--- config.mk ---
export PLATFORM = sky130hd
export DESIGN_NAME = amo_ctrl
export DESIGN_NICKNAME = d
export VERILOG_FILES = /design/src/hw/rtl/amo_pkg.sv /design/src/hw/rtl/amo_ctrl.sv
export SDC_FILE = /design/constraint.sdc
export NUM_CORES = 1
export LEC_CHECK = 0
export BUFFER_PORTS_ARGS = -buffer_cell sky130_fd_sc_hd__buf_4
export CAP_MARGIN = 20
export CORE_AREA = 4 4 54 56
export DETAILED_ROUTE_END_ITERATION = 6
export DIE_AREA = 0 0 58 60
export SETUP_SLACK_MARGIN = 0.4
export SLEW_MARGIN = 10
export SYNTH_ARGS = -nofsm -noshare
export SYNTH_HDL_FRONTEND = slang
export SYNTH_SLANG_ARGS = --single-unit
--- constraint.sdc ---
create_clock -name clk -period 2 [get_ports clk]
set_input_delay 0 -clock clk [delete_from_list [all_inputs] [get_ports clk]]
set_output_delay 0 -clock clk [all_outputs]
set_load 0.01 [all_outputs]
--- src/hw/rtl/amo_pkg.sv ---
package amo_pkg;

	// store geometry
	localparam int ADDR_BITS   = 12;
	localparam int INDEX_BITS  = ADDR_BITS - 3;
	localparam int STORE_DEPTH = 2 ** INDEX_BITS;
	localparam int DATA_BITS   = 64;
	localparam int WORD_BITS   = 32;
	localparam int OP_BITS     = 4;

	// operation codes
	typedef enum logic [OP_BITS-1:0] {
		OP_LR   = 4'd0,
		OP_SC   = 4'd1,
		OP_SWAP = 4'd2,
		OP_ADD  = 4'd3,
		OP_XOR  = 4'd4,
		OP_AND  = 4'd5,
		OP_OR   = 4'd6,
		OP_MIN  = 4'd7,
		OP_MAX  = 4'd8,
		OP_MINU = 4'd9,
		OP_MAXU = 4'd10
	} op_t;

	// controller to datapath commands
	typedef struct packed {
		logic                  capture;
		logic                  exec;
		logic                  clear;
		logic [INDEX_BITS-1:0] clear_index;
	} amo_cmd_t;

endpackage

--- src/hw/rtl/amo_ctrl.sv ---
module amo_ctrl (
	input  logic              clk,
	input  logic              arst_n,
	input  logic              in_valid,
	output logic              in_ready,
	output logic              out_valid,
	input  logic              out_ready,
	output amo_pkg::amo_cmd_t cmd
);

	typedef enum logic [1:0] {
		S_CLEAR,
		S_IDLE,
		S_EXEC
	} state_t;

	state_t                         state_q;
	logic [amo_pkg::INDEX_BITS-1:0] clear_cnt_q;
	logic                           out_valid_q;
	logic                           exec;

	// commands decoded from state
	assign in_ready  = (state_q == S_IDLE);
	assign exec      = (state_q == S_EXEC) && (!out_valid_q || out_ready);
	assign out_valid = out_valid_q;

	always_comb begin
		cmd.capture     = in_valid && in_ready;
		cmd.exec        = exec;
		cmd.clear       = (state_q == S_CLEAR);
		cmd.clear_index = clear_cnt_q;
	end

	// state, clear sweep counter and result valid
	always_ff @(posedge clk or negedge arst_n) begin
		if (!arst_n) begin
			state_q     <= S_CLEAR;
			clear_cnt_q <= '0;
			out_valid_q <= 1'b0;
		end else begin
			unique case (state_q)
				S_CLEAR: begin
					clear_cnt_q <= clear_cnt_q + amo_pkg::INDEX_BITS'(1);
					if (clear_cnt_q == amo_pkg::INDEX_BITS'(amo_pkg::STORE_DEPTH - 1)) begin
						state_q <= S_IDLE;
					end
				end
				S_IDLE: begin
					if (in_valid) begin
						state_q <= S_EXEC;
					end
				end
				S_EXEC: begin
					if (exec) begin
						state_q <= S_IDLE;
					end
				end
				default: begin
					state_q <= S_IDLE;
				end
			endcase
			if (exec) begin
				out_valid_q <= 1'b1;
			end else if (out_ready) begin
				out_valid_q <= 1'b0;
			end
		end
	end

endmodule

==> metrics list <==
* Post-detailed-route wirelength per cell: 11.5 µm
- After detailed routing, the number of remaining DRC violations is 0.
* Leading cell types by count after synthesis: 12 x sky130_fd_sc_hd__dfrtp_1, 6 x sky130_fd_sc_hd__nand2_1, 4 x sky130_fd_sc_hd__xnor2_1
* TritonCTS clock tree: built
- Placed inst area: 719 µm²
- Based on the critical path, the design can be clocked at up to 0.677 GHz.
- The run finished with clean final reports.
- STA puts the critical path data required time at 2160 ps.
* Critical Path Start Type: flip-flop
- Together, buffers and inverters on the worst path number 0.
- Measured against its own limit, the worst slew margin works out to 0.804.
- The detail route stage leaves a number of antenna-violating nets equal to 0.
* PnR Total Power: 1.12 mW
* Max FO, Critical Path: 5
- 18 I/O pins were placed.
- Setup repair bufs after CTS: 0
* Total non-filler cell area in the finished layout: 772 µm²
- Post-synth EDFFs: 0
- The tree is rooted in a sky130_fd_sc_hd__clkbuf_4.
* Number of nets produced by synthesis: 55
- Pre-CTS WS: 479 ps
- Number of placed cells counting well taps: 94
- Fraction of final layout cells sized beyond drive strength 1: 0.391
* Global-route wire length before repair: 2110 µm
* Starting utilization of the core area: 0.236
- Register clock-pin slew on the reported worst setup and hold paths: 70 ps
* Clock tree skew after final layout: 3.65 ps
- Number of synthesized register bits: 12
* Worst setup slack after layout: 522 ps
- Number of maximum-capacitance constraint violations: 0
* 1st-pass router iterations: 2
* Number of warnings reported in the yosys synthesis log: 0
- The floorplan step defined a die boundary enclosing 3480 µm².
- Worst Path Arrival: 1640 ps
- Buffers inserted during clock tree synthesis total 3.
- In this run the number of H-tree levels came out at 1.
- Initial antenna violation count: 0
- 0 antenna diodes ended up in the layout.
- Crit share post-route: 0.739
- Tightest Hold Check Type: input pin to flip-flop
- Vias after detailed routing: 430
* Main area contributors after synthesis: sky130_fd_sc_hd__dfrtp_1 52%, sky130_fd_sc_hd__xnor2_1 6.1%, sky130_fd_sc_hd__xor2_1 4.6%
- After floorplanning, the core was divided into 18 placement rows.
- Min Clock Period, post-route: 1480 ps
- The die is 60 µm tall.
- Of all flip-flops after synthesis, the portion carrying an async set or reset was 1.00.
- Hold violation total from the final report: 0
* Maximum buffer depth of the clock tree: 2
- Dividing the synthesized area by the synthesized cell count gives 11.7 µm².
- Synthesized cell area: 573 µm²
- The total area inside the core boundary comes to 2430 µm².
- CTS sink cnt: 12
* Starting DRT DRC Count: 1
* Latest clock arrival within the worst-skew pair: 270 ps
* Cell repeated most along the worst path: sky130_fd_sc_hd__ha_1
* Dominant register cell in the synthesized netlist: sky130_fd_sc_hd__dfrtp_1
- IR Drop Worst-Case VDD: 0.000758 V
* Number of nets in the finished design: 76
* Library cell with the highest instance count after synthesis: sky130_fd_sc_hd__dfrtp_1
- Via count of the first global-routing pass: 445
- Ordered list of cells on the worst path: ha_1, nand2_1, nor3_1, ha_1, mux2_2
* Routed Wire Length: 1130 µm
* Slowest Stage Delay on Critical Path: 410 ps
* Seq/Total Area, Yosys: 0.524
- Among cell families on the critical path, the largest total delay comes from adder cells.
* Average via count per standard cell: 4.34
- Number of distinct standard cells referenced by the synthesized netlist: 23
- Gate Count Post-Synth: 49
* Final setup TNS: 0 ps
* Count of final max-slew check failures: 0
* Final Setup Violations: 0
- Setup repair after global routing left no endpoint under its margin.
- Critical path's slowest cell: sky130_fd_sc_hd__dfrtp_1
* Minimum hold slack: 65.9 ps
- Routability-driven placement finished with a final weighted congestion of 0.756.
* Worst-Margin Slew: 294 ps
- Aggregate global-route resource usage: 0.0812
- Entering global routing, the biggest net connects 13 pins.
- Of the post-synthesis cell area, the dominant cell type holds 0.524.
- Final global-route overflow total: 0
- Leading area contributor after synthesis: sky130_fd_sc_hd__dfrtp_1
* Horizontal die dimension: 58 µm
* Total leakage power: 0.377 nW
- Areal power density over the cells: 1450 nW/µm²
* Area grow syn2layout: 34.7%
* Post-Route Utilization: 0.317
* Filler-free cell count of the finished design: 99
- The worst setup path is captured at a flip-flop.
* # port buffers: 17
* Critical Setup Path Class: flip-flop to flip-flop
-- power breakdown --
group          total (mW)  switching, mW  internal [mW]
clock network       0.188         0.0778          0.111
registers           0.435          0.101          0.334
logic               0.493          0.236          0.258
-- layout make-up --
type / instances / area (µm²)
Sequential cell: 12 / 302
Multi-Input combinational cell: 34 / 255
Clock buffer: 4 / 36.3
Timing Repair Buffer: 18 / 138
Fill cell: 250 / 1660
Tap cell: 30 / 37.5
Inverter: 1 / 3.75
-- cell families (layout without fill, tap and decap cells) --
group,after synthesis,after routing,synth area share
flops,12,12,0.524
simple gates,20,20,0.210
fa+ha+maj,2,2,0.0437
xor+xnor,7,7,0.107
compound gates,3,3,0.0371
buf+inv,3,23,0.0393
mux,2,2,0.0393
-- worst reg2reg max path: cells and delay by family, from the launching register on --
kind,cells,cell delay (ps)
adders and majority gates,2,450
DFF,1,410
muxes,1,250
and+or+nand+nor,2,250
-- state kept, by name, indices dropped and copies added, names as in the netlist --
name         count
state_q          2
clear_cnt_q      9
out_valid        1
-- final timing paths --
kind                                start  slack [ps]              to  cells after the start
max                        clear_cnt_q[1]         520  clear_cnt_q[8]                      5
min                             out_ready          70       out_valid                      3
max reg2reg                clear_cnt_q[1]         520  clear_cnt_q[8]                      5
min reg2reg                clear_cnt_q[7]         510  clear_cnt_q[7]                      1
max in group asynchronous          arst_n        1730  clear_cnt_q[0]                      2
min in group asynchronous          arst_n         100  clear_cnt_q[4]                      2
-- routing by layer --
layer	vias to the layer above	wire length (µm)	GRT usage
li1	206	-	-
met1	204	517	0.0964
met2	18	484	0.121
met3	2	123	0.0540
met4	0	10	0.0199
met5	-	0	0
-- placed cells by master, fill, tap and decap left out, types with 2 or more instances in the layout --
master / synthesis / routed
sky130_fd_sc_hd__buf_4: 1 / 17
sky130_fd_sc_hd__dfrtp_1: 12 / 11
sky130_fd_sc_hd__nand2_1: 6 / 6
sky130_fd_sc_hd__xnor2_1: 4 / 4
sky130_fd_sc_hd__nor3_1: 3 / 3
sky130_fd_sc_hd__xor2_1: 3 / 3
sky130_fd_sc_hd__clkbuf_4: 0 / 3
sky130_fd_sc_hd__nand4_1: 2 / 2
sky130_fd_sc_hd__mux2_2: 2 / 2
sky130_fd_sc_hd__ha_1: 2 / 2
-- what timing repair did --
action,in CTS,in global routing
hold endpoints to repair,12,0
setup endpoints to repair,0,1
gates resized for setup,0,2
hold buffers,1,0
Note: power is estimated with default switching activity, not from simulation.
